--- src/hw/rtl/dss_pkg.sv ---
// Shared types and constants for the multiplexed segment display scanner.
// No dependencies; every other file of the block imports this package.
`timescale 1ns / 1ps

package dss_pkg;

	// Command codes carried in the command field.
	localparam logic [2:0] CMD_CLEAR  = 3'd0;
	localparam logic [2:0] CMD_FILL   = 3'd1;
	localparam logic [2:0] CMD_WRITE  = 3'd2;
	localparam logic [2:0] CMD_NUMBER = 3'd3;
	localparam logic [2:0] CMD_TICK   = 3'd4;

	// Status codes returned with every result word.
	localparam logic [1:0] STAT_OK       = 2'd0;
	localparam logic [1:0] STAT_BAD_IDX  = 2'd1;
	localparam logic [1:0] STAT_BAD_BASE = 2'd2;
	localparam logic [1:0] STAT_TOO_LONG = 2'd3;

	// Configuration register indexes.
	localparam logic [2:0] CFG_DIGIT_COUNT   = 3'd0;
	localparam logic [2:0] CFG_SEGMENT_COUNT = 3'd1;
	localparam logic [2:0] CFG_COMMON_ANODE  = 3'd2;
	localparam logic [2:0] CFG_FONT_LOW      = 3'd3;
	localparam logic [2:0] CFG_FONT_HIGH     = 3'd4;

	// Accepted radix range for number conversion.
	localparam logic [4:0] BASE_MIN = 5'd2;
	localparam logic [4:0] BASE_MAX = 5'd16;

	// Width of the number operand and of the divider step counter.
	localparam int NUM_W   = 16;
	localparam int STEP_W  = $clog2(NUM_W + 1);

	// Input word.
	typedef struct packed {
		logic [2:0]  command;
		logic [2:0]  digit_select;
		logic [15:0] value;
		logic [4:0]  number_base;
	} dss_in_t;

	// Result word.
	typedef struct packed {
		logic [7:0] segment_levels;
		logic [7:0] digit_levels;
		logic [1:0] status;
	} dss_out_t;

	// Control strobes from the sequencer to the pattern memory.
	typedef struct packed {
		logic we;
		logic re;
		logic clr;
	} dss_mem_ctl_t;

	// Pick the segment pattern for one digit value out of the 16-entry font.
	function automatic logic [7:0] font_byte(input logic [127:0] font, input logic [3:0] d);
		font_byte = font[{d, 3'b000} +: 8];
	endfunction

endpackage

--- src/hw/rtl/dss_pattern_mem.sv ---
// Digit pattern store: one 8-bit segment pattern per digit, synchronous read.
// Depends on dss_pkg for the control struct.
`timescale 1ns / 1ps

module dss_pattern_mem
	import dss_pkg::*;
#(
	parameter int DEPTH = 8,
	parameter int AW    = 3
) (
	input  logic         clk,
	input  logic         arst_n,
	input  dss_mem_ctl_t ctl,
	input  logic [AW-1:0] addr,
	input  logic [7:0]   wdata,
	output logic [7:0]   rdata
);

	logic [7:0] mem_q [DEPTH];
	logic [DEPTH-1:0] valid_q;
	logic [7:0] rdata_q;

	// Valid bits: a clear drops every entry at once, so unwritten entries read as zero.
	always_ff @(posedge clk or negedge arst_n) begin
		if (!arst_n) begin
			valid_q <= '0;
		end else if (ctl.clr) begin
			valid_q <= '0;
		end else if (ctl.we) begin
			valid_q[addr] <= 1'b1;
		end
	end

	// Storage array and registered read port.
	always_ff @(posedge clk) begin
		if (ctl.we) begin
			mem_q[addr] <= wdata;
		end
		if (ctl.re) begin
			rdata_q <= valid_q[addr] ? mem_q[addr] : 8'h00;
		end
	end

	assign rdata = rdata_q;

endmodule

--- src/hw/rtl/dss_divider.sv ---
// Bit-serial restoring divider: 16-bit dividend by a 5-bit radix, one quotient bit a cycle.
// Depends on dss_pkg for operand widths.
`timescale 1ns / 1ps

module dss_divider
	import dss_pkg::*;
(
	input  logic             clk,
	input  logic             arst_n,
	input  logic             start,
	input  logic [NUM_W-1:0] dividend,
	input  logic [4:0]       divisor,
	output logic             done,
	output logic [NUM_W-1:0] quotient,
	output logic [3:0]       remainder
);

	logic [NUM_W-1:0]  quo_q;
	logic [4:0]        rem_q;
	logic [4:0]        div_q;
	logic [STEP_W-1:0] cnt_q;
	logic              done_q;
	logic [5:0]        trial;
	logic              fits;
	logic [5:0]        diff;

	// One restoring step: shift in the next dividend bit and try a subtract.
	always_comb begin
		trial = {rem_q, quo_q[NUM_W-1]};
		fits  = trial >= {1'b0, div_q};
		diff  = trial - {1'b0, div_q};
	end

	// Step counter and completion strobe.
	always_ff @(posedge clk or negedge arst_n) begin
		if (!arst_n) begin
			cnt_q  <= '0;
			done_q <= 1'b0;
		end else begin
			done_q <= (cnt_q == STEP_W'(1));
			if (start) begin
				cnt_q <= STEP_W'(NUM_W);
			end else if (cnt_q != '0) begin
				cnt_q <= cnt_q - STEP_W'(1);
			end
		end
	end

	// Datapath: the quotient builds up in place of the dividend.
	always_ff @(posedge clk) begin
		if (start) begin
			quo_q <= dividend;
			rem_q <= '0;
			div_q <= divisor;
		end else if (cnt_q != '0) begin
			quo_q <= {quo_q[NUM_W-2:0], fits};
			rem_q <= fits ? diff[4:0] : trial[4:0];
		end
	end

	assign done      = done_q;
	assign quotient  = quo_q;
	assign remainder = rem_q[3:0];

endmodule

--- src/hw/rtl/dss_ctrl.sv ---
// Command sequencer: scan state, drive levels, number conversion and the result register.
// Depends on dss_pkg; drives dss_pattern_mem and dss_divider from the top level.
`timescale 1ns / 1ps

module dss_ctrl
	import dss_pkg::*;
#(
	parameter int MAX_DIGITS = 8,
	parameter int DW         = 3,
	parameter int CW         = 4
) (
	input  logic             clk,
	input  logic             arst_n,
	input  logic             cmd_valid,
	output logic             cmd_stall,
	input  dss_in_t          cmd,
	output logic             res_valid,
	input  logic             res_stall,
	output dss_out_t         res,
	input  logic [CW-1:0]    n_use,
	input  logic [7:0]       seg_mask,
	input  logic             anode,
	input  logic [127:0]     font,
	output dss_mem_ctl_t     mem_ctl,
	output logic [DW-1:0]    mem_addr,
	output logic [7:0]       mem_wdata,
	input  logic [7:0]       mem_rdata,
	output logic             div_start,
	output logic [NUM_W-1:0] div_num,
	output logic [4:0]       div_base,
	input  logic             div_done,
	input  logic [NUM_W-1:0] div_quo,
	input  logic [3:0]       div_rem
);

	typedef enum logic [6:0] {
		ST_IDLE     = 7'b0000001,
		ST_FILL     = 7'b0000010,
		ST_NUM_DIV  = 7'b0000100,
		ST_NUM_WR   = 7'b0001000,
		ST_TICK_RD  = 7'b0010000,
		ST_TICK_WRAP = 7'b0100000,
		ST_FINISH   = 7'b1000000
	} state_t;

	state_t               state_q;
	logic [7:0]           val_q;
	logic [4:0]           base_q;
	logic [1:0]           status_q;
	logic [CW-1:0]        idx_q;
	logic [CW-1:0]        k_q;
	logic [CW-1:0]        wrap_q;
	logic [3:0]           digit_buf_q [MAX_DIGITS];
	logic [DW-1:0]        pos_q;
	logic                 phase_q;
	logic [7:0]           seg_q;
	logic [MAX_DIGITS-1:0] dig_q;
	dss_out_t             res_q;
	logic                 res_valid_q;

	logic                 acc;
	logic                 sel_bad;
	logic                 base_bad;
	logic                 last_digit;
	logic                 slot_free;
	logic [MAX_DIGITS+7:0] dig_pad;

	assign acc        = cmd_valid && !cmd_stall && (state_q == ST_IDLE);
	assign cmd_stall  = (state_q != ST_IDLE);
	assign sel_bad    = {2'b00, cmd.digit_select} >= 5'(n_use);
	assign base_bad   = (cmd.number_base < BASE_MIN) || (cmd.number_base > BASE_MAX);
	assign last_digit = (k_q + CW'(1)) == n_use;
	assign slot_free  = !res_valid_q || !res_stall;
	assign dig_pad    = {8'h00, dig_q};

	// Memory and divider requests for the current state.
	always_comb begin
		mem_ctl   = '0;
		mem_addr  = pos_q;
		mem_wdata = val_q;
		div_start = 1'b0;
		div_num   = div_quo;
		div_base  = base_q;
		case (state_q)
			ST_IDLE: begin
				if (acc) begin
					case (cmd.command)
						CMD_CLEAR: mem_ctl.clr = 1'b1;
						CMD_WRITE: begin
							mem_ctl.we = !sel_bad;
							mem_addr   = DW'(cmd.digit_select);
							mem_wdata  = cmd.value[7:0];
						end
						CMD_NUMBER: begin
							div_start = !base_bad;
							div_num   = cmd.value;
							div_base  = cmd.number_base;
						end
						CMD_TICK: mem_ctl.re = phase_q;
						default: ;
					endcase
				end
			end
			ST_FILL: begin
				mem_ctl.we = 1'b1;
				mem_addr   = idx_q[DW-1:0];
			end
			ST_NUM_DIV: begin
				div_start = div_done && (div_quo != '0) && !last_digit;
			end
			ST_NUM_WR: begin
				mem_ctl.we = 1'b1;
				mem_addr   = idx_q[DW-1:0];
				mem_wdata  = (idx_q < k_q) ? font_byte(font, digit_buf_q[idx_q[DW-1:0]]) : 8'h00;
			end
			default: ;
		endcase
	end

	// Sequencer and scan state.
	always_ff @(posedge clk or negedge arst_n) begin
		if (!arst_n) begin
			state_q     <= ST_IDLE;
			pos_q       <= '0;
			phase_q     <= 1'b1;
			seg_q       <= '0;
			dig_q       <= '1;
			res_valid_q <= 1'b0;
		end else begin
			// The result register fills when an item finishes and empties when taken.
			if ((state_q == ST_FINISH) && slot_free) begin
				res_valid_q <= 1'b1;
			end else if (res_valid_q && !res_stall) begin
				res_valid_q <= 1'b0;
			end
			case (state_q)
				ST_IDLE: begin
					if (acc) begin
						case (cmd.command)
							CMD_CLEAR: begin
								pos_q   <= '0;
								phase_q <= 1'b1;
								state_q <= ST_FINISH;
							end
							CMD_FILL: state_q <= ST_FILL;
							CMD_NUMBER: begin
								if (!base_bad) begin
									state_q <= ST_NUM_DIV;
								end else begin
									state_q <= ST_FINISH;
								end
							end
							CMD_TICK: begin
								if (phase_q) begin
									state_q <= ST_TICK_RD;
								end else begin
									// Darken the current digit, then wrap the position.
									dig_q[pos_q] <= !anode;
									phase_q      <= 1'b1;
									state_q      <= ST_TICK_WRAP;
								end
							end
							default: state_q <= ST_FINISH;
						endcase
					end
				end
				ST_FILL: begin
					if ((idx_q + CW'(1)) == n_use) begin
						state_q <= ST_FINISH;
					end
				end
				ST_NUM_DIV: begin
					if (div_done) begin
						if (div_quo == '0) begin
							state_q <= ST_NUM_WR;
						end else if (last_digit) begin
							state_q <= ST_FINISH;
						end
					end
				end
				ST_NUM_WR: begin
					if ((idx_q + CW'(1)) == n_use) begin
						state_q <= ST_FINISH;
					end
				end
				ST_TICK_RD: begin
					// Light the current digit with its pattern on the segment lines in use.
					seg_q        <= (seg_q & ~seg_mask) | ((mem_rdata ^ {8{anode}}) & seg_mask);
					dig_q[pos_q] <= anode;
					phase_q      <= 1'b0;
					state_q      <= ST_FINISH;
				end
				ST_TICK_WRAP: begin
					if (wrap_q < n_use) begin
						pos_q   <= DW'(wrap_q);
						state_q <= ST_FINISH;
					end
				end
				ST_FINISH: begin
					if (slot_free) begin
						state_q <= ST_IDLE;
					end
				end
				default: state_q <= ST_IDLE;
			endcase
		end
	end

	// Item payload, counters and the converted digit buffer.
	always_ff @(posedge clk) begin
		case (state_q)
			ST_IDLE: begin
				idx_q  <= '0;
				k_q    <= '0;
				val_q  <= cmd.value[7:0];
				base_q <= cmd.number_base;
				wrap_q <= CW'(pos_q) + CW'(1);
				if (acc) begin
					if ((cmd.command == CMD_WRITE) && sel_bad) begin
						status_q <= STAT_BAD_IDX;
					end else if ((cmd.command == CMD_NUMBER) && base_bad) begin
						status_q <= STAT_BAD_BASE;
					end else begin
						status_q <= STAT_OK;
					end
				end
			end
			ST_FILL, ST_NUM_WR: idx_q <= idx_q + CW'(1);
			ST_NUM_DIV: begin
				if (div_done) begin
					digit_buf_q[k_q[DW-1:0]] <= div_rem;
					k_q <= k_q + CW'(1);
					if ((div_quo != '0) && last_digit) begin
						status_q <= STAT_TOO_LONG;
					end
				end
			end
			ST_TICK_WRAP: begin
				if (wrap_q >= n_use) begin
					wrap_q <= wrap_q - n_use;
				end
			end
			ST_FINISH: begin
				if (slot_free) begin
					res_q.segment_levels <= seg_q;
					res_q.digit_levels   <= dig_pad[7:0];
					res_q.status         <= status_q;
				end
			end
			default: ;
		endcase
	end

	assign res_valid = res_valid_q;
	assign res       = res_q;

`ifndef SYNTHESIS
	// The scan position always names a physical digit.
	a_pos_range: assert property (@(posedge clk) disable iff (!arst_n)
		32'(pos_q) < MAX_DIGITS)
		else $error("scan position beyond the digit array");

	// A rejected radix finishes at once with the bad-base status.
	a_bad_base: assert property (@(posedge clk) disable iff (!arst_n)
		(acc && (cmd.command == CMD_NUMBER) && base_bad) |=>
		(state_q == ST_FINISH) && (status_q == STAT_BAD_BASE))
		else $error("bad radix not reported");

	// Every lighting step flips the phase.
	a_phase_flip: assert property (@(posedge clk) disable iff (!arst_n)
		(state_q == ST_TICK_RD) |=> (phase_q != $past(phase_q)))
		else $error("lighting phase did not toggle");

	// Conversion never holds more digits than are in use.
	a_digit_bound: assert property (@(posedge clk) disable iff (!arst_n)
		(state_q == ST_NUM_DIV) |-> (k_q < n_use))
		else $error("converted digit count exceeds digits in use");

	// The memory is never written outside a command that updates patterns.
	a_mem_write: assert property (@(posedge clk) disable iff (!arst_n)
		mem_ctl.we |-> ((state_q == ST_FILL) || (state_q == ST_NUM_WR) ||
		(acc && (cmd.command == CMD_WRITE))))
		else $error("unexpected pattern write");
`endif

endmodule

--- src/hw/rtl/multiplexed_segment_display_scanner.sv ---
// Multiplexed segment display scanner: one command word in, one result word out.
// Takes one word at a time; a finished result waits in an output register while the
// next command is already accepted. A darkening tick also wraps the scan position by
// subtracting the digit count, and fill writes a pattern to each digit in use. Write
// number runs the bit-serial divider once for each base digit it produces, then
// writes the patterns back to the digit pattern memory, which has one port and a
// registered read, and then delivers the result. A stalled output holds the next
// result back until the output register is free.
// Depends on dss_pkg, dss_pattern_mem, dss_divider and dss_ctrl.
`timescale 1ns / 1ps

module multiplexed_segment_display_scanner
	import dss_pkg::*;
#(
	parameter int MAX_DIGITS   = 8,
	parameter int MAX_SEGMENTS = 8
) (
	input  logic     clk,
	input  logic     arst_n,
	input  logic     cfg_we,
	input  logic [2:0] cfg_index,
	input  logic [63:0] cfg_data,
	input  logic     cmd_valid,
	output logic     cmd_stall,
	input  dss_in_t  cmd,
	output logic     res_valid,
	input  logic     res_stall,
	output dss_out_t res
);

	localparam int DW = (MAX_DIGITS > 1) ? $clog2(MAX_DIGITS) : 1;
	localparam int CW = $clog2(MAX_DIGITS + 1);
	localparam logic [4:0] MAXD = 5'(MAX_DIGITS);
	localparam logic [3:0] MAXS = 4'(MAX_SEGMENTS);

	logic [3:0]   digit_count_q;
	logic [3:0]   segment_count_q;
	logic         common_anode_q;
	logic [63:0]  font_low_q;
	logic [63:0]  font_high_q;

	logic [4:0]   dc5;
	logic [4:0]   n5;
	logic [3:0]   ns;
	logic [CW-1:0] n_use;
	logic [7:0]   seg_mask;

	dss_mem_ctl_t     mem_ctl;
	logic [DW-1:0]    mem_addr;
	logic [7:0]       mem_wdata;
	logic [7:0]       mem_rdata;
	logic             div_start;
	logic [NUM_W-1:0] div_num;
	logic [4:0]       div_base;
	logic             div_done;
	logic [NUM_W-1:0] div_quo;
	logic [3:0]       div_rem;

	// Configuration registers.
	always_ff @(posedge clk or negedge arst_n) begin
		if (!arst_n) begin
			digit_count_q   <= 4'd8;
			segment_count_q <= 4'd8;
			common_anode_q  <= 1'b0;
			font_low_q      <= '0;
			font_high_q     <= '0;
		end else if (cfg_we) begin
			case (cfg_index)
				CFG_DIGIT_COUNT:   digit_count_q   <= cfg_data[3:0];
				CFG_SEGMENT_COUNT: segment_count_q <= cfg_data[3:0];
				CFG_COMMON_ANODE:  common_anode_q  <= cfg_data[0];
				CFG_FONT_LOW:      font_low_q      <= cfg_data;
				CFG_FONT_HIGH:     font_high_q     <= cfg_data;
				default: ;
			endcase
		end
	end

	// Clamp the counts into the ranges the hardware supports.
	always_comb begin
		dc5 = {1'b0, digit_count_q};
		if (dc5 == 5'd0) begin
			n5 = 5'd1;
		end else if (dc5 > MAXD) begin
			n5 = MAXD;
		end else begin
			n5 = dc5;
		end
		n_use = CW'(n5);

		if (segment_count_q == 4'd0) begin
			ns = 4'd1;
		end else if (segment_count_q > MAXS) begin
			ns = MAXS;
		end else begin
			ns = segment_count_q;
		end
		for (int s = 0; s < 8; s++) begin
			seg_mask[s] = 4'(s) < ns;
		end
	end

	dss_pattern_mem #(
		.DEPTH (MAX_DIGITS),
		.AW    (DW)
	) u_mem (
		.clk    (clk),
		.arst_n (arst_n),
		.ctl    (mem_ctl),
		.addr   (mem_addr),
		.wdata  (mem_wdata),
		.rdata  (mem_rdata)
	);

	dss_divider u_div (
		.clk       (clk),
		.arst_n    (arst_n),
		.start     (div_start),
		.dividend  (div_num),
		.divisor   (div_base),
		.done      (div_done),
		.quotient  (div_quo),
		.remainder (div_rem)
	);

	dss_ctrl #(
		.MAX_DIGITS (MAX_DIGITS),
		.DW         (DW),
		.CW         (CW)
	) u_ctrl (
		.clk       (clk),
		.arst_n    (arst_n),
		.cmd_valid (cmd_valid),
		.cmd_stall (cmd_stall),
		.cmd       (cmd),
		.res_valid (res_valid),
		.res_stall (res_stall),
		.res       (res),
		.n_use     (n_use),
		.seg_mask  (seg_mask),
		.anode     (common_anode_q),
		.font      ({font_high_q, font_low_q}),
		.mem_ctl   (mem_ctl),
		.mem_addr  (mem_addr),
		.mem_wdata (mem_wdata),
		.mem_rdata (mem_rdata),
		.div_start (div_start),
		.div_num   (div_num),
		.div_base  (div_base),
		.div_done  (div_done),
		.div_quo   (div_quo),
		.div_rem   (div_rem)
	);

endmodule
--- config.mk ---
export PLATFORM = sky130hd
export DESIGN_NAME = multiplexed_segment_display_scanner
export DESIGN_NICKNAME = d
export VERILOG_FILES = /design/src/hw/rtl/dss_pkg.sv /design/src/hw/rtl/dss_pattern_mem.sv /design/src/hw/rtl/dss_divider.sv /design/src/hw/rtl/dss_ctrl.sv /design/src/hw/rtl/multiplexed_segment_display_scanner.sv
export SDC_FILE = /design/constraint.sdc
export NUM_CORES = 1
export LEC_CHECK = 0
export ABC_CLOCK_PERIOD_IN_PS = 3900
export BUFFER_PORTS_ARGS = -buffer_cell sky130_fd_sc_hd__buf_2
export CAP_MARGIN = 40
export CORE_MARGIN = 3
export CORE_UTILIZATION = 55
export DETAILED_ROUTE_END_ITERATION = 6
export PLACE_DENSITY = 0.77
export SLEW_MARGIN = 0
export SYNTH_ARGS = -nofsm -noshare
export SYNTH_HDL_FRONTEND = slang
export SYNTH_HIERARCHICAL = 1
export SYNTH_SLANG_ARGS = --single-unit
--- constraint.sdc ---
create_clock -name clk -period 3.9 [get_ports clk]
set_clock_uncertainty 0.15 [all_clocks]
set_input_delay 0.78 -clock clk [delete_from_list [all_inputs] [get_ports clk]]
set_output_delay 0.78 -clock clk [all_outputs]
set_load 0.05 [all_outputs]
# [Yosys cells after proc, flatten, opt, wreduce, memory -nomap -nowiden]
# Memories as Yosys holds them, arrays and structs flattened. A register that Yosys moved wholly into a read port is not among the register bits.
# Cells that the tools add are included.
[totals] regBits=250 ramBits=96 in_bits=99 out_inout_bits=20 word_cells=229 n_memories=2
[op_classes] addsub=6 magnitude_cmp=21 eq_ne=34 n_shift=1 mux=82 n_bitwise=6 n_reduce_logical=51
[memory_table] memory="u_mem.mem_q" depth=8 word_bits=8 read_ports=1 rd_clocked_by_memory_dff=1 wr=1 line="dss_pattern_mem.sv:19" text="logic [7:0] mem_q [DEPTH];"
[memory_table] memory="u_ctrl.digit_buf_q" depth=8 word_bits=4 read_ports=1 rd_clocked_by_memory_dff=1 wr=1 line="dss_ctrl.sv:53" text="logic [3:0] digit_buf_q [MAX_DIGITS];"
[ops] operator="$shiftx A128 B8 Y8" n=1
[ops] operator="$mux W16" n=5
[ops] operator="$mux W8" n=8
[ops] operator="$mux W7" n=8
[ops] operator="$pmux W7 S6" n=1
[ops] operator="$pmux W8 S2" n=2
[ops] operator="$mux W5" n=6
[ops] operator="$mux W4" n=6
[ops] operator="$pmux W4 S2" n=3
[ops] operator="$mux W3" n=7
[ops] operator="$pmux W7 S3" n=1
[ops] operator="$ne A2 B1 Y1 const B" n=9
[ops] operator="$mux W1" n=17
[ops] operator="$and A8 B8 Y8" n=2
[ops] operator="$bwmux W8" n=2
[ops] operator="$logic_not A16 Y1" n=1
[ops] operator="$lt A3 B4 Y1 const A" n=4
[ops] operator="$or A8 B8 Y8" n=2
[ops] operator="$reduce_and A2 Y1" n=8
[ops] operator="$reduce_and A4 Y1" n=4
[ops] operator="$reduce_bool A16 Y1" n=1
[ops] operator="$reduce_bool A2 Y1" n=7
[ops] operator="$eq A3 B2 Y1 const B" n=4
[ops] operator="$mux W2" n=6
[ops] operator="47 further kinds" n=86

# [Longest topological paths before layout]
# Gate-level depths: netlist of the first run.
[logic_depth] depth_word=13 ltp_mapped=13 ltp_nobuf=12

# [Cells and area by module]
# The synthesis of the first run kept the hierarchy.
[by_module_without_submodules] mod="dss_ctrl" n_inst=1 cells_each=609 area_each_um2=6884.1 seq_area_each_um2=3085.5
[by_module_without_submodules] mod="multiplexed_segment_display_scanner" n_inst=1 cells_each=307 area_each_um2=5452.7 seq_area_each_um2=3430.8
[by_module_without_submodules] mod="dss_pattern_mem" n_inst=1 cells_each=146 area_each_um2=3105.5 seq_area_each_um2=2362.3
[by_module_without_submodules] mod="dss_divider" n_inst=1 cells_each=128 area_each_um2=1636.6 seq_area_each_um2=880.8

# [Worst setup path before layout of the first run]
# No wires, ideal clock.
[synth_timing] path_kind="register to register" startpoint="reg u_ctrl.state_q[6]" endpoint="reg u_div.quo_q[0], in the netlist u_div/quotient[0] (enable)" setup_time_ps=375 arrival_time_ps=3552 required_ps=3375 setup_slack_ps=-177 path_stages_with_launch=11 n_path_buf=3 synth_period_minus_slack_ps=4077 cell_sequence="dfrtp_1 -> nor3_2 -> nand2_1 -> nor2_1 -> nand2_1 -> nor2_1 -> clkbuf_1 -> a32o_1 -> buf_2 -> buf_1 -> nand2b_1"
[synth_between] elab_chain_len=8 word_cells_on_any_way=13 cone_classes="eq/ne: 6; mux: 2; reduce/logical: 5"
[synth_lines] item="start: declaration" line="dss_ctrl.sv:46" text="state_t state_q;"
[synth_lines] item="start signal: assignment" line="dss_ctrl.sv:123" text="state_q <= ST_IDLE;"
[synth_lines] item="start signal: assignment" line="dss_ctrl.sv:143" text="state_q <= ST_FINISH;"
[synth_lines] item="start signal: assignment" line="dss_ctrl.sv:145" text="CMD_FILL: state_q <= ST_FILL;"
[synth_lines] item="$ne A7 B1 Y1" line="dss_ctrl.sv:69" text="assign cmd_stall = (state_q != ST_IDLE);"
[synth_lines] item="$logic_not A1 Y1" line="dss_ctrl.sv:68" text="assign acc = cmd_valid && !cmd_stall && (state_q == ST_IDLE);"
[synth_lines] item="$logic_and A1 B1 Y1 (2 in series)" line="dss_ctrl.sv:68"
[synth_lines] item="$mux W1" line="dss_ctrl.sv:86" text="if (acc) begin"
[synth_lines] item="$pmux W1 S2 *" line="dss_ctrl.sv:84" text="case (state_q)"
[synth_lines] item="via div_start" line="multiplexed_segment_display_scanner.sv:52" text="logic div_start;"
[synth_lines] item="$ne A2 B1 Y1 (no source line) / $reduce_bool A2 Y1 (equally long branches)"
[synth_lines] item="$reduce_and A4 Y1 (no source line) *"
[synth_lines] item="end signal: assignment" line="dss_divider.sv:52" text="quo_q <= dividend;"
[synth_lines] item="end signal: assignment" line="dss_divider.sv:56" text="quo_q <= {quo_q[NUM_W-2:0], fits};"
[synth_lines] item="end: declaration" line="dss_divider.sv:18" text="logic [NUM_W-1:0] quo_q;"
# The timed path passes the listed nets; every way through them passes the cells marked *.
# A chain may end at the register's enable or synchronous reset.

==> results.txt, run 1 <==
----------------------------------------------------
[Synthesis]
  Proportion of register bits with asynchronous set or reset after synthesis ... 50.14%
  Mean area per synthesized cell ... 14.35 um2
  Syn Inst Count ... 1,190
  Yosys warns ... 6
  Compound-gate portion of the synthesized area ... 5.853%
  Part of the Yosys area used for sequential elements ... 57.14%
  Mux cell area share after synthesis ... 23.05%
  Combinational family with the most area after synthesis ... multiplexers
  Leading post-synthesis cells by cell area ... sky130_fd_sc_hd__edfxtp_1, sky130_fd_sc_hd__dfrtp_1, sky130_fd_sc_hd__mux2_2
  Synth area leader ... sky130_fd_sc_hd__edfxtp_1
  Share of the synthesized area in the top cell type ... 29.89%
  Number of flops mapped to enable cells by yosys ... 170
  Simple-Gate Fraction of Synth Area ... 7.897%
  Adder-Cell Fraction of Synth Area ... 1.700%
  Yosys cell types ... 75
  Fraction of synthesized cell area in xor and xnor cells ... 1.465%
  Synth Cell Area ... 0.01708 mm2
  Number of synthesized register bits ... 357
  Prevailing post-synth register cell ... sky130_fd_sc_hd__edfxtp_1

[Power]
  Sequential share of power ... 41.7%
  Power density relative to cell area ... 689.4 mW/mm2
  Net switching component of the power ... 4.327 mW
  Switching share of power ... 32.25%
  Worst IR Drop VDD ... 448.5 uV
  Leakage power ... 7.822 nW
  Total power of the final layout ... 13.42 mW
  Combinational cell fraction of total power ... 32.9%
  Internal power ... 9.089 mW
  Portion of total power attributed to the clock network ... 25.4%

[Clocking]
  Clk root buf ... sky130_fd_sc_hd__clkbuf_16
  Number of H-tree levels ... 2
  Worst-Skew Late Latency ... 0.51 ns
  Number of sinks handled by clock tree synthesis ... 357
  Clock Pin Slew Worst Setup and Hold Paths ... 0.06 ns
  Clock buffers created by TritonCTS ... 38
  CTS tree ... done
  Number of buffers on the longest clock path ... 3

[Place]
  Cells after DPL ... 1,678
  Half-perimeter wire length after detailed placement ... 25,260 um
  Number of buffers added on ports ... 118
  RePlAce Congestion ... 0.8591

[Routing]
  Average wire per cell in the routed design ... 20.81 um
  Post-detailed-route count of antenna-violating nets ... 0
  First DRT Iteration DRCs ... 683
  Aggregate routed wire length ... 36,420 um
  Vias per std cell ... 5.948
  Number of search-and-repair iterations in the first detailed-routing pass ... 5
  Routed via count ... 10,410
  DRC ... 0

[Critical path]
  Capture instance of the worst register-to-register path ... u_ctrl/dig_q[1]
  Reg2reg path depth ... 12
  Worst reg2reg setup slack ... 0.31 ns
  CP max FO ... 16
  Worst setup path category ... reg -> reg
  Critical path required time ... 4.16 ns
  Critical Path Source Type ... register
  Endpoint arrival time on the critical path ... 3.86 ns
  Setup crit end kind ... register
  Reg2reg start ... digit_count_q[2]

[Layout]
  Share of post-route cells with drive strength above 1 ... 34.81%
  Layout-stage area growth over the synthesis result ... 13.94%
  Layout Cells excl Fill ... 1,750
  Count of nets after finishing ... 1,451

[Timing]
  Final hold violation count ... 0
  RSZ-0062 raised after global routing ... false
  Max-slew headroom ... 28.40%
  Fraction of the cycle the final worst path needs ... 92.14%
  Setup violators final ... 0
  Total Neg Setup Slack ... 0 ns
  Fmax achieved ... 0.2783 GHz
  Max-slew violation total from the final report ... 0
  Worst Max-Slew Pin Slew ... 1.074 ns
  Tmin final ... 3.594 ns

[Global routing]
  Global route total overflow ... 0
  Maximum number of pins on one net before global-route repair ... 73
  Initial antenna violation count ... 5
  First-pass GRT wire length ... 58,200 um
  Vias in the first global route ... 10,640
  All-layer global routing usage ... 21.79%

[Floorplan]
  Die boundary height ... 182.2 um
  Core area ... 0.03011 mm2
  Number of rows in the core area ... 63
  Number of top-level pins ... 119
  Die area ... 0.03320 mm2
  Starting density of the core ... 56.72%
  Die X ... 182.2 um

[Hold path]
  Path type of the worst min-delay path ... in -> async

[Job]
  Max-cap check violation count ... 0

[Outcome]
  Run status ... completed

----------------------------------------------------
-- cell type report --
| class | count | area (um2) |
|---|---|---|
| clock buffers | 52 | 1035 |
| fillers | 2186 | 10650 |
| flip-flops and latches | 357 | 9759 |
| repair buffers | 166 | 1056 |
| inverters | 29 | 111.4 |
| clock inverters | 17 | 140.1 |
| diodes | 1 | 2.502 |
| multi-input cells | 738 | 6868 |
| well taps | 390 | 488.0 |
-- layout by cell type (no fill, tap or decap), drive strengths merged, types with 21 or more instances in the layout --
master    n
mux2    177
edfxtp  170
dfrtp   167
buf     166
mux2i    92
nor2     63
clkbuf   52
nand2    50
mux4     34
inv      30
a21oi    23
nor3     23
xnor2    21
-- worst max-delay path: stages, from the launching register on --
cell and delay [ns]:
sky130_fd_sc_hd__dfrtp_1 0.40, sky130_fd_sc_hd__o21ba_2 0.21, sky130_fd_sc_hd__nor2_1 0.35, sky130_fd_sc_hd__ha_1 0.22, sky130_fd_sc_hd__inv_1 0.06, sky130_fd_sc_hd__fa_1 0.40
sky130_fd_sc_hd__a21o_1 0.19, sky130_fd_sc_hd__a21oi_1 0.30, sky130_fd_sc_hd__o22ai_1 0.19, sky130_fd_sc_hd__a2111oi_4 0.43, sky130_fd_sc_hd__buf_4 0.27, sky130_fd_sc_hd__o31ai_1 0.09
sky130_fd_sc_hd__nor3_1 0.24
-- how the worst max path moves through the flow --
| stage | startpoint | endpoint | slack [ns] | cells past startpoint |
|---|---|---|---|---|
| after CTS | u_ctrl/state_q[6] | u_mem/rdata[3] | 0.20 | 12 |
| after floorplan | u_ctrl/state_q[6] | u_div/quotient[0] | 0.06 | 10 |
| final | digit_count_q[2] | u_ctrl/dig_q[1] | 0.31 | 12 |
| after global placement | digit_count_q[2] | u_ctrl/state_q[1] | 0.33 | 11 |
| after detailed placement | cmd[25] | u_mem/rdata[3] | 0.17 | 10 |
| after global routing | u_ctrl/state_q[6] | u_mem/rdata[5] | 0.05 | 11 |
-- timing repair --
action,in CTS,in global routing
setup buffers,0,1
gates resized for setup,0,2
hold buffers,0,0
endpoints found under the setup margin,0,17
-- cells in the mapped netlist (all sizes together), types with 5 or more instances --
master and number:
mux2 177, edfxtp 170, dfrtp 167, mux2i 92, nor2 63, nand2 50
buf 44, mux4 34, inv 29, a21oi 23, clkbuf 23, nor3 23
xnor2 21, ha 20, o22ai 20, nand3 17, nand2b 16, o21ai 16
a211oi 13, a31oi 13, dfstp 12, nor2b 11, nor3b 11, nor4 9
o31ai 9, a21o 8, dfxtp 8, and2 7, and3 7, nand3b 7
a221oi 5, a311oi 5, nand4 5, nor4b 5, xor2 5
-- registers in the layout, summed over array words and instances, names as in the netlist, 7 cells and up, named ones only --
signal              cells
font_low_q             64
u_ctrl/dig_q            8
u_ctrl/state_q          7
u_mem/rdata             8
u_div/quotient         16
u_mem/mem_q            64
u_ctrl/res             18
u_mem/valid_q           8
u_ctrl/val_q            8
font_high_q            64
u_ctrl/digit_buf_q     32
-- cell families (layout without fill, tap and decap cells) --
group | count (synthesis) | in the layout
AO/OA/AOI/OAI | 134 | 134
multiplexers | 303 | 303
buffers and inverters | 96 | 264
XOR/XNOR | 27 | 27
other | 1 | 3
adder cells (fa/ha/maj) | 22 | 22
AND/OR/NAND/NOR | 250 | 250
flip-flops | 357 | 357
-- metal layers --
layer / GRT usage [%] / wire, um / vias to the layer above
met4: 6.124 / 840 / 6
met2: 34.53 / 17110 / 288
met3: 4.963 / 2296 / 62
met5: 0 / 33 / -
met1: 30.63 / 16130 / 5279
li1: - / - / 4774
-- power groups by stage --
| stage | clock network, mW | registers [mW] | logic (mW) |
|---|---|---|---|
| 2_1_floorplan | 0 | 5.53 | 3.27 |
| 3_3_place_gp | 0 | 5.62 | 4.22 |
| 3_5_place_dp | 0 | 5.65 | 4.38 |
| 4_1_cts | 3.48 | 5.59 | 4.41 |
| 5_1_grt | 3.62 | 5.69 | 4.80 |
| 6_report | 3.41 | 5.59 | 4.42 |
-- through the flow --
| step | cell area, um2 | setup slack [ns] | hold WS, ns | utilization, % |
|---|---|---|---|---|
| floorplan | 17100 | 0.05559 | 0.2503 | - |
| global placement | 18210 | 0.3281 | 0.2549 | 60.48 |
| detailed placement | 18260 | 0.1729 | 0.2570 | 60.65 |
| CTS | 19440 | 0.2043 | 0.1607 | 64.56 |
| global route | 19460 | 0.04528 | 0.1912 | 64.63 |
| finish | 19460 | 0.3064 | 0.1509 | 64.63 |
Note: power is estimated with default switching activity, not from simulation.
==> run 2, diff against run 1 <==
--- a/config.mk
+++ b/config.mk
@@ -5,7 +5,7 @@
 export SDC_FILE = /design/constraint.sdc
 export NUM_CORES = 1
 export LEC_CHECK = 0
-export ABC_CLOCK_PERIOD_IN_PS = 3900
+export ABC_CLOCK_PERIOD_IN_PS = 3000
 export BUFFER_PORTS_ARGS = -buffer_cell sky130_fd_sc_hd__buf_2
 export CAP_MARGIN = 40
 export CORE_MARGIN = 3
==> constraint.sdc (replaced) <==
create_clock -name clk -period 3 [get_ports clk]
set_clock_uncertainty 0.15 [all_clocks]
set_input_delay 0.6 -clock clk [delete_from_list [all_inputs] [get_ports clk]]
set_output_delay 0.6 -clock clk [all_outputs]
set_load 0.05 [all_outputs]
==> results.txt, run 2 (synthesis gave the netlist of run 1 again) <==
----------------------------------------------------
[Power]
  Leakage power ... 8.304 nW
  Power density relative to cell area ... 911.5 mW/mm2
  Worst IR Drop VDD ... 574.0 uV

[Routing]
  DRC ... 0
  Post-detailed-route count of antenna-violating nets ... 0
  Routed via count ... 10,880
  Average wire per cell in the routed design ... 21.51 um
  Aggregate routed wire length ... 39,100 um
  Number of search-and-repair iterations in the first detailed-routing pass ... 5
  Vias per std cell ... 5.986
  First DRT Iteration DRCs ... 740

[Critical path]
  CP max FO ... 8
  Critical Path Max Stage Delay ... 0.40 ns
  Setup crit end kind ... register
  Stages on the worst setup path ... 14
  Origin of the worst setup path ... digit_count_q[1]
  Reg2reg path depth ... 14
  CP Cell Sequence ... o21ba_4, nor2_4, ha_2, inv_2, fa_2, a21o_1, a21oi_2, o22ai_2, a2111oi_4, buf_4, buf_12, nand3_2, o31ai_2, nor3_2
  Top cell family by delay on the critical path ... compound AO/OA/AOI/OAI gates
  Crit path max-delay cell type ... sky130_fd_sc_hd__dfrtp_1
  Critical Path Source Type ... register
  Buffer and inverter count on the worst path ... 3
  Critical path required time ... 3.28 ns
  Endpoint arrival time on the critical path ... 3.35 ns
  Worst setup path category ... reg -> reg
  Reg2reg start ... digit_count_q[1]

[Job]
  Max-cap check violation count ... 0

[Clocking]
  Clock Pin Slew Worst Setup and Hold Paths ... 0.06 ns
  Number of buffers on the longest clock path ... 3
  Worst-Skew Late Latency ... 0.52 ns
  Number of sinks handled by clock tree synthesis ... 357
  Clock buffers created by TritonCTS ... 39
  Number of H-tree levels ... 2
  CTS tree ... done
  Clk root buf ... sky130_fd_sc_hd__clkbuf_16

[Timing]
  Setup violators final ... 6
  Tmin final ... 3.064 ns
  Total Neg Setup Slack ... -0.1253 ns
  Fmax achieved ... 0.3264 GHz
  Max-slew headroom ... 52.68%
  Worst path setup slack after routing ... -0.06380 ns
  RSZ-0062 raised after global routing ... true
  Fraction of the cycle the final worst path needs ... 102.1%
  Final hold violation count ... 0
  Max-slew violation total from the final report ... 0
  Worst Max-Slew Pin Slew ... 0.7080 ns
  Post-route worst hold slack ... 0.1261 ns

[Layout]
  Layout-stage area growth over the synthesis result ... 20.01%
  Total of fill cells in the finished design ... 2,050
  Largest regs ... font_high_q: 64 flops, font_low_q: 64 flops, u_mem/mem_q: 64 flops
  Most common library cell in the layout ignoring fill and taps ... sky130_fd_sc_hd__edfxtp_1
  Share of post-route cells with drive strength above 1 ... 41.07%
  Register cell area after layout ... 0.009761 mm2
  Count of nets after finishing ... 1,520
  Area of combinational cells with multiple inputs ... 0.007122 mm2
  Post-route standard cell area excluding fillers ... 0.02050 mm2
  Commonest non-fill, non-tap cells in the layout ... sky130_fd_sc_hd__edfxtp_1, sky130_fd_sc_hd__dfrtp_1, sky130_fd_sc_hd__buf_2, sky130_fd_sc_hd__mux2_2, sky130_fd_sc_hd__buf_4

[Global routing]
  All-layer global routing usage ... 22.86%
  Initial antenna violation count ... 5
  Vias in the first global route ... 10,990
  Maximum number of pins on one net before global-route repair ... 65
  First-pass GRT wire length ... 60,420 um
  Global route total overflow ... 0

[Floorplan]
  Number of top-level pins ... 119
  Die boundary height ... 182.2 um
  Core area ... 0.03011 mm2
  Die area ... 0.03320 mm2
  Starting density of the core ... 56.72%
  Number of rows in the core area ... 63
  Die X ... 182.2 um

[Place]
  Worst Setup Slack post-DPL ... -0.4104 ns
  Instance area after placement ... 0.01881 mm2
  RePlAce Congestion ... 0.8478
  Half-perimeter wire length after detailed placement ... 26,150 um
  Number of buffers added on ports ... 118

[Outcome]
  Violated checks ... setup timing
  Run status ... finished, violations left

[Hold path]
  WHS Path Cells ... 1
  Worst Min Path Start ... cmd[0]
  Path type of the worst min-delay path ... in -> reg

----------------------------------------------------
## run 2: cell count changes in the layout (fill, tap and decap cells not counted), sizes merged
cell         before  now
clkbuf           52   57
clkinvlp          0    1
dlygate4sd3       0    1
bufinv            2    4
clkinv           14   10
buf             166  229
## run 2: final cells by class
class                           count  share of cell area [%]
Multi-Input combinational cell    738                   34.75
Tap cell                          390                   2.381
Sequential cell                   357                   47.62
Antenna cell                        1                 0.01221
Clock buffer                       53                   5.116
Timing Repair Buffer              234                   8.638
Inverter                           29                  0.5555
Clock inverter                     16                  0.9279
## run 2: final timing paths
kind	to	slack (ns)
setup / recovery	u_ctrl/dig_q[3]	-0.06
hold / removal	u_ctrl/base_q[0]	0.13
setup reg to reg	u_ctrl/dig_q[3]	-0.06
hold reg to reg	u_ctrl/res[0]	0.27
max in group asynchronous	font_low_q[55]	1.43
min in group asynchronous	u_div/done	0.52
## run 2: timing repair
item                       in CTS  in global routing
gates cloned                    0                  4
hold endpoints to repair       48                  0
hold buffers                    1                  0
buffers inserted                1                 13
setup endpoints to repair      60                 99
gates resized for setup        10                 38
pin swaps                       1                 20
## run 2: worst reg2reg max path, stage by stage, from the launching register on
cell and delay [ns]:
sky130_fd_sc_hd__dfrtp_1 0.40, sky130_fd_sc_hd__o21ba_4 0.24, sky130_fd_sc_hd__nor2_4 0.11, sky130_fd_sc_hd__ha_2 0.17, sky130_fd_sc_hd__inv_2 0.04, sky130_fd_sc_hd__fa_2 0.36, sky130_fd_sc_hd__a21o_1 0.18, sky130_fd_sc_hd__a21oi_2 0.16
sky130_fd_sc_hd__o22ai_2 0.14, sky130_fd_sc_hd__a2111oi_4 0.36, sky130_fd_sc_hd__buf_4 0.21, sky130_fd_sc_hd__buf_12 0.15, sky130_fd_sc_hd__nand3_2 0.10, sky130_fd_sc_hd__o31ai_2 0.13, sky130_fd_sc_hd__nor3_2 0.08
## run 2: layer usage
| metal | vias to the layer above | track usage (%) | share of wire (%) |
|---|---|---|---|
| li1 | 4913 | - | - |
| met1 | 5522 | 32.43 | 43 |
| met2 | 370 | 36.96 | 48 |
| met3 | 71 | 3.588 | 6.0 |
| met4 | 6 | 6.703 | 2.3 |
| met5 | - | 0 | 0.084 |
## run 2: power breakdown
group | switching (mW) | internal [mW]
clock network | 1.89 | 2.80
registers | 0.699 | 6.51
logic | 3.46 | 3.32
total | 6.05 | 12.6
## run 2: metrics by stage
step           utilization, %  std cells  power (mW)
2_1_floorplan               -       1191       11.51
3_3_place_gp            62.46       1728       13.21
3_5_place_dp            62.48       1729       13.50
4_1_cts                 66.87       1800       18.37
5_1_grt                 68.07       1818       19.53
6_report                68.07       1818       18.68
==> run 3, diff against run 2 <==
--- a/config.mk
+++ b/config.mk
@@ -11,7 +11,7 @@
 export CORE_MARGIN = 3
 export CORE_UTILIZATION = 55
 export DETAILED_ROUTE_END_ITERATION = 6
-export PLACE_DENSITY = 0.77
+export PLACE_DENSITY = 0.88
 export SLEW_MARGIN = 0
 export SYNTH_ARGS = -nofsm -noshare
 export SYNTH_HDL_FRONTEND = slang
==> results.txt, run 3 (synthesis gave the netlist of run 1 again) <==
----------------------------------------------------
[Timing]
  Worst Max-Slew Pin Slew ... 0.8692 ns
  Setup violators final ... 23
  Final hold violation count ... 0
  Max-slew headroom ... 41.90%
  Worst path setup slack after routing ... -0.07913 ns
  Total Neg Setup Slack ... -0.7413 ns
  Tmin final ... 3.079 ns
  Fmax achieved ... 0.3248 GHz
  Fraction of the cycle the final worst path needs ... 102.6%
  Post-route worst hold slack ... 0.1230 ns
  Max-slew violation total from the final report ... 0
  RSZ-0062 raised after global routing ... true

[Place]
  Number of buffers added on ports ... 118
  RePlAce Congestion ... 0.8527
  Cells after DPL ... 1,738
  Worst Setup Slack post-DPL ... -0.4954 ns
  Instance area after placement ... 0.01887 mm2
  Half-perimeter wire length after detailed placement ... 26,980 um

[Job]
  Max-cap check violation count ... 0

[Layout]
  Total of fill cells in the finished design ... 1,907
  Count of nets after finishing ... 1,528
  Most common library cell in the layout ignoring fill and taps ... sky130_fd_sc_hd__edfxtp_1
  Largest regs ... font_high_q: 64 flops, font_low_q: 64 flops, u_mem/mem_q: 64 flops
  Commonest non-fill, non-tap cells in the layout ... sky130_fd_sc_hd__edfxtp_1, sky130_fd_sc_hd__dfrtp_1, sky130_fd_sc_hd__buf_2, sky130_fd_sc_hd__mux2_2, sky130_fd_sc_hd__buf_4
  Post-layout util ... 68.23%
  Layout-stage area growth over the synthesis result ... 20.30%
  Post-route standard cell area excluding fillers ... 0.02055 mm2
  Layout Cells excl Fill ... 1,826
  Share of post-route cells with drive strength above 1 ... 41.46%

[Global routing]
  Initial antenna violation count ... 2
  First-pass GRT wire length ... 64,110 um
  All-layer global routing usage ... 24.15%
  Maximum number of pins on one net before global-route repair ... 65
  Global route total overflow ... 0
  Vias in the first global route ... 11,670

[Routing]
  Average wire per cell in the routed design ... 22.70 um
  DRC ... 0
  Aggregate routed wire length ... 41,460 um
  Number of search-and-repair iterations in the first detailed-routing pass ... 5
  Vias per std cell ... 6.143
  Post-detailed-route count of antenna-violating nets ... 0
  First DRT Iteration DRCs ... 1,001
  Routed via count ... 11,220

[Critical path]
  Setup crit end kind ... register
  Crit path max-delay cell type ... sky130_fd_sc_hd__dfstp_2
  Critical path required time ... 3.08 ns
  Critical Path Max Stage Delay ... 0.64 ns
  CP max FO ... 8
  Critical Path Source Type ... register
  Worst setup path category ... reg -> reg
  CP Cell Sequence ... nor2_4, buf_4, ha_1, nand2b_1, a21o_1, a21oi_2, o21ai_0, nand2_2, nand2_1, nor3_2, buf_6
  Endpoint arrival time on the critical path ... 3.16 ns
  Worst reg2reg setup slack ... -0.08 ns

[Power]
  Worst IR Drop VDD ... 542.7 uV
  Switching share of power ... 33.19%
  Sequential share of power ... 38.4%
  Leakage power ... 8.360 nW
  Internal power ... 12.62 mW
  Net switching component of the power ... 6.270 mW
  Power density relative to cell area ... 919.6 mW/mm2
  Total power of the final layout ... 18.89 mW
  Portion of total power attributed to the clock network ... 24.5%
  Combinational cell fraction of total power ... 37.2%

[Clocking]
  Number of sinks handled by clock tree synthesis ... 357
  Number of buffers on the longest clock path ... 3
  Number of H-tree levels ... 2
  CTS tree ... done
  Worst-Skew Late Latency ... 0.53 ns
  Clock Pin Slew Worst Setup and Hold Paths ... 0.06 ns
  Clk root buf ... sky130_fd_sc_hd__clkbuf_16
  Clock buffers created by TritonCTS ... 38

[Outcome]
  Violated checks ... setup timing
  Run status ... finished, violations left

[Floorplan]
  Die X ... 182.2 um
  Die area ... 0.03320 mm2
  Die boundary height ... 182.2 um
  Number of rows in the core area ... 63
  Starting density of the core ... 56.72%
  Core area ... 0.03011 mm2
  Number of top-level pins ... 119

[Hold path]
  Path type of the worst min-delay path ... in -> reg

----------------------------------------------------
-- run 3: power by group through the flow --
stage               sequential [mW]  combinational [mW]  clock, mW
finish                         7.25                7.02       4.63
global route                   7.35                7.47       4.91
CTS                            7.22                6.63       4.67
detailed placement             7.29                6.25          0
global placement               7.23                5.94          0
floorplan                      7.19                4.32          0
-- run 3: critical path: cells and delay by family (launching register included) --
family	cells	cell delay (ns)
flip-flops	1	0.64
buffers and inverters	2	0.37
AO/OA/AOI/OAI	3	0.61
AND/OR/NAND/NOR	5	0.76
adder cells (fa/ha/maj)	1	0.26
-- run 3: what timing repair did --
item | 4_1_cts | 5_1_grt
endpoints found under the hold margin | 40 | 0
endpoints found under the setup margin | 97 | 100
pin swaps | 3 | 13
buffers inserted | 3 | 12
hold buffers | 1 | 0
gates cloned | 1 | 3
gates resized for setup | 16 | 29
-- run 3: cell type report --
class                      count  area (um2)  area share, %
sequential                   357        9763          47.52
multi-input combinational    738        7088          34.50
timing repair buffer         243        1862          9.062
clock buffer                  53        1089          5.298
tap                          390       488.0          2.375
clock inverter                15       140.1         0.6821
inverter                      29       113.9         0.5542
antenna                        1       2.502        0.01218
-- run 3: metal layers --
metal	up-vias	track usage [%]	part of all wire [%]
li1	4939	-	-
met1	5655	31.52	39
met2	513	41.02	50
met3	109	4.345	7.2
met4	2	8.379	3.2
met5	-	0	0.031
-- run 3: final timing paths --
kind,start,to,cells after the start
max in group asynchronous,arst_n,font_low_q[32],3
setup / recovery,digit_count_q[3],u_mem/mem_q[4][3],11
hold / removal,cmd[3],u_ctrl/base_q[3],1
min in group asynchronous,arst_n,u_div/cnt_q[0],2
hold reg to reg,u_ctrl/status_q[1],u_ctrl/res[1],0
setup reg to reg,digit_count_q[3],u_mem/mem_q[4][3],11
